## src/rtl/int8_dot_product_requantize_unit_macros.svh

```systemverilog
// assertion macros for the int8 dot product requantize unit
// used by the top level only, no other dependencies
`ifndef INT8_DOT_PRODUCT_REQUANTIZE_UNIT_MACROS_SVH
`define INT8_DOT_PRODUCT_REQUANTIZE_UNIT_MACROS_SVH

// same-cycle implication, disabled in reset
`define IDPR_ASSERT_NOW(label, clk, rst_n, ante, cons) \
    label: assert property (@(posedge clk) disable iff (!rst_n) (ante) |-> (cons)) \
        else $error("idpr assertion failed");

// next-cycle implication, disabled in reset
`define IDPR_ASSERT_NEXT(label, clk, rst_n, ante, cons) \
    label: assert property (@(posedge clk) disable iff (!rst_n) (ante) |=> (cons)) \
        else $error("idpr assertion failed");

`endif

```

## src/rtl/idpr_pkg.sv

```systemverilog
// shared types and constants for the int8 dot product requantize unit
// no dependencies
`timescale 1ns / 1ps

package idpr_pkg;

    localparam int PACK_W     = 64;
    localparam int ELEM_W     = 8;
    localparam int MAX_LANES  = 8;
    localparam int PROD_W     = 16;
    localparam int PSUM_W     = 20;
    localparam int ACC_W      = 32;
    localparam int QUANT_W    = 8;
    localparam int FIFO_DEPTH = 4;
    localparam int FIFO_AW    = 2;
    // requantize scale 127/16129 reduces to a divide by 127
    localparam int DIVISOR    = 127;
    // remainder after the shift-add quotient estimate stays below 6 * 127
    localparam int CORR_STEPS = 5;
    localparam int REM_W      = 11;

    typedef struct packed {
        logic [PACK_W-1:0] matrix_pack;
        logic [PACK_W-1:0] vector_pack;
        logic              last_in_row;
    } t_in_item;

    typedef struct packed {
        logic signed [ACC_W-1:0]   row_sum;
        logic signed [QUANT_W-1:0] row_quantized;
    } t_out_item;

    typedef struct packed {
        logic                    push;
        logic signed [ACC_W-1:0] row_sum;
    } t_row_wr;

    typedef struct packed {
        logic full;
        logic empty;
    } t_fifo_status;

endpackage

```

## src/rtl/idpr_front.sv

```systemverilog
// front end: lane multipliers, pack sum and row accumulator
// depends on idpr_pkg
`timescale 1ns / 1ps

module idpr_front #(
    parameter int LANES = 8
) (
    input  logic              i_clk,
    input  logic              i_rst_n,
    input  logic              i_push,
    input  idpr_pkg::t_in_item i_item,
    input  logic              i_fifo_full,
    output logic              o_full,
    output idpr_pkg::t_row_wr o_wr
);

    logic                                    r_s1_valid;
    logic                                    r_s1_last;
    logic signed [idpr_pkg::PROD_W-1:0]      r_s1_prod [LANES];
    logic                                    r_s2_valid;
    logic                                    r_s2_last;
    logic signed [idpr_pkg::PSUM_W-1:0]      r_s2_psum;
    logic signed [idpr_pkg::ACC_W-1:0]       r_acc;

    logic signed [idpr_pkg::PROD_W-1:0]      n_prod [LANES];
    logic signed [idpr_pkg::PSUM_W-1:0]      n_psum;
    logic signed [idpr_pkg::ACC_W-1:0]       w_total;
    logic                                    w_stall;
    logic                                    w_adv;

    // hold the whole front while a finished row waits for queue room
    assign w_stall = r_s2_valid & r_s2_last & i_fifo_full;
    assign w_adv   = ~w_stall;
    assign o_full  = w_stall;

    // lane products
    always_comb begin
        for (int k = 0; k < LANES; k++) begin
            n_prod[k] = $signed(i_item.matrix_pack[idpr_pkg::ELEM_W*k +: idpr_pkg::ELEM_W])
                      * $signed(i_item.vector_pack[idpr_pkg::ELEM_W*k +: idpr_pkg::ELEM_W]);
        end
    end

    // pack sum over the registered products
    always_comb begin
        n_psum = '0;
        for (int k = 0; k < LANES; k++) begin
            n_psum = n_psum + idpr_pkg::PSUM_W'(r_s1_prod[k]);
        end
    end

    // row total including the pack in stage two
    assign w_total = r_acc + idpr_pkg::ACC_W'(r_s2_psum);

    // finished row goes to the queue
    assign o_wr.push    = r_s2_valid & r_s2_last & ~i_fifo_full;
    assign o_wr.row_sum = w_total;

    // control and accumulator
    always_ff @(posedge i_clk) begin
        if (!i_rst_n) begin
            r_s1_valid <= 1'b0;
            r_s2_valid <= 1'b0;
            r_acc      <= '0;
        end else if (w_adv) begin
            r_s1_valid <= i_push;
            r_s2_valid <= r_s1_valid;
            if (r_s2_valid) begin
                r_acc <= r_s2_last ? '0 : w_total;
            end
        end
    end

    // payload stages
    always_ff @(posedge i_clk) begin
        if (w_adv) begin
            r_s1_last <= i_item.last_in_row;
            r_s1_prod <= n_prod;
            r_s2_last <= r_s1_last;
            r_s2_psum <= n_psum;
        end
    end

endmodule

```

## src/rtl/idpr_fifo.sv

```systemverilog
// short queue of finished row sums between front and back
// depends on idpr_pkg
`timescale 1ns / 1ps

module idpr_fifo (
    input  logic                               i_clk,
    input  logic                               i_rst_n,
    input  idpr_pkg::t_row_wr                  i_wr,
    input  logic                               i_pop,
    output idpr_pkg::t_fifo_status             o_status,
    output logic signed [idpr_pkg::ACC_W-1:0]  o_row_sum
);

    logic signed [idpr_pkg::ACC_W-1:0] r_mem [idpr_pkg::FIFO_DEPTH];
    logic [idpr_pkg::FIFO_AW-1:0]      r_wr_ptr;
    logic [idpr_pkg::FIFO_AW-1:0]      r_rd_ptr;
    logic [idpr_pkg::FIFO_AW:0]        r_count;
    logic                              w_push;
    logic                              w_pop;

    assign o_status.full  = (r_count == (idpr_pkg::FIFO_AW+1)'(idpr_pkg::FIFO_DEPTH));
    assign o_status.empty = (r_count == '0);
    assign w_push         = i_wr.push & ~o_status.full;
    assign w_pop          = i_pop & ~o_status.empty;
    assign o_row_sum      = r_mem[r_rd_ptr];

    // pointers and fill count
    always_ff @(posedge i_clk) begin
        if (!i_rst_n) begin
            r_wr_ptr <= '0;
            r_rd_ptr <= '0;
            r_count  <= '0;
        end else begin
            if (w_push) begin
                r_wr_ptr <= r_wr_ptr + 1'b1;
            end
            if (w_pop) begin
                r_rd_ptr <= r_rd_ptr + 1'b1;
            end
            case ({w_push, w_pop})
                2'b10:   r_count <= r_count + 1'b1;
                2'b01:   r_count <= r_count - 1'b1;
                default: r_count <= r_count;
            endcase
        end
    end

    // entry storage
    always_ff @(posedge i_clk) begin
        if (w_push) begin
            r_mem[r_wr_ptr] <= i_wr.row_sum;
        end
    end

endmodule

```

## src/rtl/idpr_back.sv

```systemverilog
// back end: divide by 127 toward zero in four stages, result register
// depends on idpr_pkg
`timescale 1ns / 1ps

module idpr_back (
    input  logic                               i_clk,
    input  logic                               i_rst_n,
    input  idpr_pkg::t_fifo_status             i_fifo_status,
    input  logic signed [idpr_pkg::ACC_W-1:0]  i_row_sum,
    input  logic                               i_pop,
    output logic                               o_fifo_pop,
    output logic                               o_empty,
    output idpr_pkg::t_out_item                o_item
);

    logic                               r_b1_valid;
    logic signed [idpr_pkg::ACC_W-1:0]  r_b1_sum;
    logic                               r_b1_neg;
    logic [idpr_pkg::ACC_W-1:0]         r_b1_abs;
    logic                               r_b2_valid;
    logic signed [idpr_pkg::ACC_W-1:0]  r_b2_sum;
    logic                               r_b2_neg;
    logic [idpr_pkg::REM_W-1:0]         r_b2_alow;
    logic [idpr_pkg::REM_W-1:0]         r_b2_q0;
    logic                               r_b3_valid;
    logic signed [idpr_pkg::ACC_W-1:0]  r_b3_sum;
    logic                               r_b3_neg;
    logic [idpr_pkg::REM_W-1:0]         r_b3_rem;
    logic [idpr_pkg::QUANT_W-1:0]       r_b3_q0;
    logic                               r_out_valid;
    idpr_pkg::t_out_item                r_out;

    logic                               w_adv;
    logic                               w_take;
    logic [idpr_pkg::ACC_W-1:0]         n_abs;
    logic [idpr_pkg::ACC_W-1:0]         n_q0;
    logic [idpr_pkg::REM_W-1:0]         n_rem;
    logic [2:0]                         n_corr;
    logic [idpr_pkg::QUANT_W-1:0]       n_q;
    logic [idpr_pkg::QUANT_W-1:0]       n_quant;

    assign w_adv      = ~r_out_valid | i_pop;
    assign w_take     = w_adv & ~i_fifo_status.empty;
    assign o_fifo_pop = w_take;
    assign o_empty    = ~r_out_valid;
    assign o_item     = r_out;

    // magnitude, the most negative sum maps to 2^31 unsigned
    assign n_abs = i_row_sum[idpr_pkg::ACC_W-1] ? (~i_row_sum + 1'b1) : i_row_sum;

    // quotient estimate from 1/127 = 2^-7 + 2^-14 + 2^-21 + 2^-28 + ...
    assign n_q0 = (r_b1_abs >> 7) + (r_b1_abs >> 14) + (r_b1_abs >> 21) + (r_b1_abs >> 28);

    // small remainder of the estimate, exact in the low bits
    assign n_rem = r_b2_alow - (r_b2_q0 << 7) + r_b2_q0;

    // correction count, then sign and wrap to eight bits
    always_comb begin
        n_corr = '0;
        for (int k = 1; k <= idpr_pkg::CORR_STEPS; k++) begin
            if (r_b3_rem >= idpr_pkg::REM_W'(idpr_pkg::DIVISOR * k)) begin
                n_corr = n_corr + 1'b1;
            end
        end
        n_q     = r_b3_q0 + idpr_pkg::QUANT_W'(n_corr);
        n_quant = r_b3_neg ? (~n_q + 1'b1) : n_q;
    end

    // stage valids
    always_ff @(posedge i_clk) begin
        if (!i_rst_n) begin
            r_b1_valid  <= 1'b0;
            r_b2_valid  <= 1'b0;
            r_b3_valid  <= 1'b0;
            r_out_valid <= 1'b0;
        end else if (w_adv) begin
            r_b1_valid  <= w_take;
            r_b2_valid  <= r_b1_valid;
            r_b3_valid  <= r_b2_valid;
            r_out_valid <= r_b3_valid;
        end
    end

    // stage payloads
    always_ff @(posedge i_clk) begin
        if (w_adv) begin
            r_b1_sum  <= i_row_sum;
            r_b1_neg  <= i_row_sum[idpr_pkg::ACC_W-1];
            r_b1_abs  <= n_abs;
            r_b2_sum  <= r_b1_sum;
            r_b2_neg  <= r_b1_neg;
            r_b2_alow <= r_b1_abs[idpr_pkg::REM_W-1:0];
            r_b2_q0   <= n_q0[idpr_pkg::REM_W-1:0];
            r_b3_sum  <= r_b2_sum;
            r_b3_neg  <= r_b2_neg;
            r_b3_rem  <= n_rem;
            r_b3_q0   <= r_b2_q0[idpr_pkg::QUANT_W-1:0];
            r_out.row_sum       <= r_b3_sum;
            r_out.row_quantized <= n_quant;
        end
    end

endmodule

```

## src/rtl/int8_dot_product_requantize_unit.sv

```systemverilog
// Accepts one item per cycle while full is low: a pack of LANES signed int8 matrix and vector
// elements. The front end registers the lane products, then the pack sum, and adds it to a 32-bit
// wrapping row accumulator. An item marked last in row sends the row total into a four-entry queue
// and clears the accumulator; items not last in row produce no result. The back end divides the
// total by 127 toward zero in four registered steps and presents the row sum and the quotient's
// low eight bits on the result ports. Both sides sustain one item per cycle, the front while full
// is low and the back while results are popped as they appear; full rises only while a finished
// row waits for room in the queue.
`timescale 1ns / 1ps
`include "int8_dot_product_requantize_unit_macros.svh"

module int8_dot_product_requantize_unit #(
    parameter int LANES = 8
) (
    input  logic                 i_clk,
    input  logic                 i_rst_n,
    input  logic                 i_push,
    input  idpr_pkg::t_in_item   i_in_item,
    output logic                 o_full,
    output logic                 o_empty,
    input  logic                 i_pop,
    output idpr_pkg::t_out_item  o_out_item
);

    idpr_pkg::t_row_wr                  w_wr;
    idpr_pkg::t_fifo_status             w_fifo_status;
    logic signed [idpr_pkg::ACC_W-1:0]  w_fifo_sum;
    logic                               w_fifo_pop;

    // accumulate packs into row totals
    idpr_front #(
        .LANES (LANES)
    ) u_front (
        .i_clk       (i_clk),
        .i_rst_n     (i_rst_n),
        .i_push      (i_push),
        .i_item      (i_in_item),
        .i_fifo_full (w_fifo_status.full),
        .o_full      (o_full),
        .o_wr        (w_wr)
    );

    // row totals waiting for the divider
    idpr_fifo u_fifo (
        .i_clk     (i_clk),
        .i_rst_n   (i_rst_n),
        .i_wr      (w_wr),
        .i_pop     (w_fifo_pop),
        .o_status  (w_fifo_status),
        .o_row_sum (w_fifo_sum)
    );

    // requantize and hold the result
    idpr_back u_back (
        .i_clk         (i_clk),
        .i_rst_n       (i_rst_n),
        .i_fifo_status (w_fifo_status),
        .i_row_sum     (w_fifo_sum),
        .i_pop         (i_pop),
        .o_fifo_pop    (w_fifo_pop),
        .o_empty       (o_empty),
        .o_item        (o_out_item)
    );

    // checks
    `IDPR_ASSERT_NOW(a_no_push_when_full, i_clk, i_rst_n, w_wr.push, !w_fifo_status.full)
    `IDPR_ASSERT_NOW(a_full_means_queue_full, i_clk, i_rst_n, o_full, w_fifo_status.full)
    `IDPR_ASSERT_NEXT(a_stalled_row_kept, i_clk, i_rst_n, o_full, w_wr.push || o_full)
    `IDPR_ASSERT_NOW(a_small_sum_zero_quot, i_clk, i_rst_n, !o_empty && o_out_item.row_sum > -32'sd127 && o_out_item.row_sum < 32'sd127, o_out_item.row_quantized == 8'sd0)

endmodule

```

## config.mk

```make
export PLATFORM = sky130hd
export DESIGN_NAME = int8_dot_product_requantize_unit
export DESIGN_NICKNAME = d
export VERILOG_FILES = /design/src/rtl/idpr_pkg.sv /design/src/rtl/idpr_front.sv /design/src/rtl/idpr_fifo.sv /design/src/rtl/idpr_back.sv /design/src/rtl/int8_dot_product_requantize_unit.sv
export VERILOG_INCLUDE_DIRS = /design/src /design/src/rtl
export SDC_FILE = /design/constraint.sdc
export NUM_CORES = 2
export LEC_CHECK = 0
export ABC_AREA = 1
export CELL_PAD_IN_SITES_DETAIL_PLACEMENT = 2
export CELL_PAD_IN_SITES_GLOBAL_PLACEMENT = 2
export CORE_MARGIN = 8
export CORE_UTILIZATION = 30
export DETAILED_ROUTE_END_ITERATION = 10
export DONT_BUFFER_PORTS = 1
export PLACE_DENSITY = 0.75
export SYNTH_ARGS = -nofsm -noshare
export SYNTH_HDL_FRONTEND = slang
export SYNTH_SLANG_ARGS = --single-unit
```

## constraint.sdc

```tcl
create_clock -name i_clk -period 6 [get_ports i_clk]
set_clock_uncertainty 0.2 [all_clocks]
set_input_delay 1.2 -clock i_clk [delete_from_list [all_inputs] [get_ports i_clk]]
set_output_delay 1.2 -clock i_clk [all_outputs]
set_load 0.02 [all_outputs]
```

# After elaboration in Yosys (flattened, before gate mapping)
# Memories as Yosys holds them, arrays and structs flattened. A register that Yosys moved wholly into a read port is not among the register bits.
# Index checks and enable logic that the tools add are counted.
dict set report word_totals {
  output_inout_bits 42
  memories 1
  latchBits 0
  register_bits 407
  word_cells 105
  ram_bits 128
  rom_bits 0
}
# memory depth word_bits rd rd_ports_with_merged_regs write_ports line_no
set memory_table {}
lappend memory_table {u_fifo.r_mem 4 32 1 1 1 idpr_fifo.sv:14} ;# logic signed [idpr_pkg::ACC_W-1:0] r_mem [idpr_pkg::FIFO_DEPTH];
dict set report op_classes {
  reduce_logical 3
  div 0
  addsub 24
  n_shift 0
  n_bitwise 13
  muxes 13
  n_eq_ne 3
  n_mul 8
  n_lt_le_gt_ge 5
}
# operator count
set op_table {}
lappend op_table {{$mul A8 B8 Y16} 8}
lappend op_table {{$add A20 B16 Y20} 5}
lappend op_table {{$add A11 B11 Y11} 3}
lappend op_table {{$add A32 B1 Y32 const B} 1}
lappend op_table {{$add A32 B20 Y32} 1}
lappend op_table {{$mux W32} 1}
lappend op_table {{$not A32 Y32} 1}
lappend op_table {{$mux W31} 1}
lappend op_table {{$ge A11 B9 Y1 const B} 2}
lappend op_table {{$add A17 B16 Y18} 1}
lappend op_table {{$add A16 B16 Y17} 1}
lappend op_table {{$add A3 B1 Y3 const B} 5}
lappend op_table {{$mux W3} 4}
lappend op_table {{$add A11 B4 Y11} 1}
lappend op_table {{$ge A11 B10 Y1 const B} 1}
lappend op_table {{$ge A11 B7 Y1 const B} 1}
lappend op_table {{$ge A11 B8 Y1 const B} 1}
lappend op_table {{$sub A11 B11 Y11} 1}
lappend op_table {{$add A8 B1 Y8 const B} 1}
lappend op_table {{$add A8 B3 Y8} 1}
lappend op_table {{$mux W8} 1}
lappend op_table {{$not A8 Y8} 1}
lappend op_table {{$and A1 B1 Y1} 6}
lappend op_table {{$pmux W3 S2} 1}
lappend op_table {{other kinds (12)} 19}

# Longest topological paths before layout
dict set report logic_depth {
  ltp_word 14
  mapped_depth 27
}

# By module
# A second synthesis with hierarchy kept.
dict set report unflattened {
  cells_unflattened 5168
  area_unflattened_um2 47292.9
}
# mod n_inst cells_each seq_area_each_um2 area_each_um2
set by_module_without_submodules {}
lappend by_module_without_submodules {idpr_front 1 3994 5185.0 32311.0}
lappend by_module_without_submodules {idpr_back 1 795 6296.0 9705.6}
lappend by_module_without_submodules {idpr_fifo 1 379 4023.9 5276.3}

# Worst setup path before layout
# Ideal clock, no wire load.
dict set report synth_timing {
  path_kind {flip-flop to output port}
  start {reg u_fifo.r_count[1] (netlist bit)}
  end {out o_full}
  n_path_buf 0
  required_time_ns 4.600
  arrival_time_ns 5.442
  stages_incl_launch_ff 4
  path_slack_ns -0.842
  path_cell_list {dfxtp_1 > nor3_1 > nand3_1 > inv_1}
}
dict set report synth_between {
  elab_chain_cells 2
}
# item line_no
set synth_lines {}
lappend synth_lines {{start: declaration} idpr_fifo.sv:17} ;# logic [idpr_pkg::FIFO_AW:0] r_count;
lappend synth_lines {{start signal: assignment} idpr_fifo.sv:41} ;# 2'b10: r_count <= r_count + 1'b1;
lappend synth_lines {{start signal: assignment} idpr_fifo.sv:42} ;# 2'b01: r_count <= r_count - 1'b1;
lappend synth_lines {{start signal: assignment} idpr_fifo.sv:43} ;# default: r_count <= r_count;
lappend synth_lines {{$eq A3 B3 Y1} idpr_fifo.sv:21} ;# assign o_status.full = (r_count == (idpr_pkg::FIFO_AW+1)'(idpr_pkg::FIFO_DEPTH));
lappend synth_lines {{$and A1 B1 Y1} idpr_front.sv:32} ;# assign w_stall = r_s2_valid & r_s2_last & i_fifo_full;
lappend synth_lines {{end: declaration} int8_dot_product_requantize_unit.sv:19} ;# output logic o_full,
# No other way between the ends.

# Worst setup path after layout
dict set report layout_timing {
  start {reg u_front.r_s1_prod[81] (netlist bit)}
  end {reg u_front.r_s2_psum[18] (netlist bit), data pin}
}
dict set report layout_between {
  elab_chain_cells 6
}
# item line_no
set layout_lines {}
lappend layout_lines {{start: declaration} idpr_front.sv:19} ;# logic signed [idpr_pkg::PROD_W-1:0] r_s1_prod [LANES];
lappend layout_lines {{start signal: assignment} idpr_front.sv:78} ;# r_s1_prod <= n_prod;
lappend layout_lines {{$add A17 B16 Y18} idpr_front.sv:48} ;# n_psum = n_psum + idpr_pkg::PSUM_W'(r_s1_prod[k]);
lappend layout_lines {{$add A20 B16 Y20 (5 in a row)} idpr_front.sv:48}
lappend layout_lines {{net u_front.n_psum (one bit)} idpr_front.sv:26} ;# logic signed [idpr_pkg::PSUM_W-1:0] n_psum;
lappend layout_lines {{end signal: assignment} idpr_front.sv:80} ;# r_s2_psum <= n_psum;
lappend layout_lines {{end: declaration} idpr_front.sv:22} ;# logic signed [idpr_pkg::PSUM_W-1:0] r_s2_psum;
# The timed path passes the listed nets, and every way through them passes these cells.
# A chain may end at the register's enable or synchronous reset.

==> results.md <==
- Status: complete, no violations
- Root Buffer: clkbuf_16
- Worst slew margin: 27.41%
- Die Y: 411.2 um
- Arr. time, crit path: 5810 ps
- Num rows: 145
- Layout cell share with drive strength beyond 1: 4.234%
- Main synth FF type: edfxtp_1
- Final Max Tran Viols: 0
- Core Box Area: 0.1557 sq mm
- Fillers: 17320
- YS warnings: 0
- Clock Latency Late Sink: 670 ps
- Total CTS buffers: 60
- Post-synth ARST share: 0%
- Distinct cells, synth: 41
- TritonCTS clock tree: built
- Peak Freq: 0.1768 GHz
- Worst-path clk slew: 70 ps
- Drt wl/cell: 18.06 um
- WL final: 128400 um
- Cts hold-fix bufs: 0
- H-tree levels: 2
- Final hold vios: 0
- Post-route DRC: 0
- Largest net degree at the start of global routing: 78
- Total GRT Usage: 15.37%
- Vias in the first global route: 38370
- RSZ-0062 raised after global routing: no
- Die area: 0.1691 sq mm
- Most frequent cells in the layout: 1224 x inv_1, 1222 x nand2_1, 548 x fa_1
- Tcrit/Tclk final: 94.26%
- Synth Instances: 5077
- Nature of the critical path endpoint: flop
- Clock Sinks: 532
- RePlAce Congestion: 0.8029
- R2R setup slack: 340 ps
- P&R area growth vs syn: 8.826%
- Storage element area: 0.01551 sq mm
- # setup viols final: 0
- Via/cell ratio: 4.540
- Number of synthesized flops with an enable pin: 485
- Multi-input gate area: 0.02612 sq mm
- Final setup TNS: 0 ps
- Hold Crit Class: reg2reg
- ANT cells: 0
- CP required: 6150 ps
- # Max-Cap Violations: 0
- Initial antenna violation count: 0
- Vias: 32290
- Worst Max-Slew Pin Slew: 1089 ps
- Post-synthesis register bit count: 532
- 1st-pass router iterations: 5
- Post-Synthesis Net Count: 6101
- Die width: 411.2 um
- Number of nets with antenna violations after routing: 0
- CP startpoint kind: flop
- CTS Buffer Depth: 3
- Nets@finish: 6026
- First-pass GRT wire length: 210200 um
- Seq/Total Area, Yosys: 33.09%
- Final worst path period need: 5656 ps
- Avg Inst Size Synth: 9.229 sq um
- Io pins: 175
- Netlist Area Pre-Place: 0.04685 sq mm
- Most common cell after layout, fill and taps aside: inv_1
- Gr ovfl total: 0
- CP max FO: 4
- Iter 0 DRT Violations: 962
- PortBufs: 0
- CP Class: reg2reg
- Hpwl dp: 106800 um
- Initial Util: 30.10%
## flip-flops by register name, summed over array words and instances (netlist names), 2 cells and up, named ones only
register           cells
u_back.r_b1_abs       32
u_back.r_b2_q0        11
u_back.r_b3_rem       11
u_back.r_b3_q0         8
u_back.r_b2_alow      11
u_back.r_b2_sum       30
u_back.r_b3_sum       31
u_fifo.r_rd_ptr        2
u_back.r_b1_sum       30
u_fifo.r_wr_ptr        2
u_fifo.r_count         3
u_front.r_s1_prod    128
u_front.r_acc         32
u_back.o_item         40
u_front.r_s2_psum     20
u_fifo.r_mem         128
## layout make-up
class	count	share of cell area, %
Inverter	1229	9.055
Clock inverter	33	0.6846
Timing Repair Buffer	18	0.2896
Tap cell	2058	5.050
Multi-Input combinational cell	3161	51.23
Sequential cell	532	30.41
Clock buffer	81	3.278
## critical path: stages, from the launching register on
cell and delay, ps:
edfxtp_1 420, fa_1 500, ha_1 240, fa_1 480, nand3_1 90, nand2_1 110, a21boi_2 190, o21ai_1 120
xor2_1 370, fa_1 480, inv_1 80, fa_1 410, inv_1 80, fa_1 410, ha_1 350, a21oi_1 200
o21ai_0 140, nand2_1 90, nand4_1 170, a21oi_1 210, xnor2_1 80
## metrics by stage
step / setup WS (ps) / std cells / area [sq um] / util, % / hold slack, ps
6_report: 344.2 / 7112 / 50990 / 32.76 / 214.3
5_1_grt: 44.13 / 7112 / 50990 / 32.76 / 221.9
4_1_cts: 138.8 / 7111 / 50980 / 32.75 / 215.8
3_5_place_dp: 169.8 / 6997 / 48950 / 31.45 / 205.2
3_3_place_gp: 315.6 / 6997 / 48950 / 31.45 / 201.8
2_1_floorplan: 651.0 / 5077 / 46860 / - / 200.3
## logic make-up (layout without fill, tap and decap cells)
| logic type | after synthesis | after routing | synth area share (%) |
|---|---|---|---|
| buffers and inverters | 1384 | 1361 | 11.24 |
| flip-flops | 532 | 532 | 33.09 |
| XOR/XNOR | 229 | 229 | 4.281 |
| AO/OA/AOI/OAI | 306 | 306 | 3.554 |
| AND/OR/NAND/NOR | 1735 | 1735 | 15.26 |
| adder cells (fa/ha/maj) | 891 | 891 | 32.57 |
## cells in the mapped netlist (all sizes together), types with 6 or more instances
master,n,area [sq um]
nand2,1240,4697
inv,1228,4609
fa,548,10970
edfxtp,485,14560
ha,343,4292
nand3,178,890.9
nor2,178,701.9
a21oi,177,885.9
xor2,139,1217
clkbuf,131,491.7
xnor2,90,788.3
o21ai,74,370.3
or2,60,375.4
dfxtp,47,940.9
nor3,27,145.1
buf,24,160.2
nand4,19,118.9
and2,18,112.6
nand3b,12,90.09
o21bai,12,90.09
a21o,10,75.07
a31oi,9,56.30
o31ai,6,45.04
## timing repair
action,in CTS,in global routing
buffers inserted,0,1
gates resized for setup,0,5
endpoints found under the setup margin,0,8
## path summary, 6_finish.rpt
check | start | end | depth (start not counted)
worst max register to register | u_front.r_s1_prod[81] | u_front.r_s2_psum[18] | 20
worst min-delay path | u_back.r_b1_sum[27] | u_back.r_b2_sum[27] | 0
worst min register to register | u_back.r_b1_sum[27] | u_back.r_b2_sum[27] | 0
worst max-delay path | u_front.r_s1_prod[81] | u_front.r_s2_psum[18] | 20
## per-layer routing
metal	wire length, um	track usage (%)
met1	52400	17.92
met2	69870	29.82
met3	3069	1.764
met4	3075	3.608
met5	0	0
Power is not shown: default switching activity piles up to over one toggle a cycle in this logic, so the estimate is an artifact.
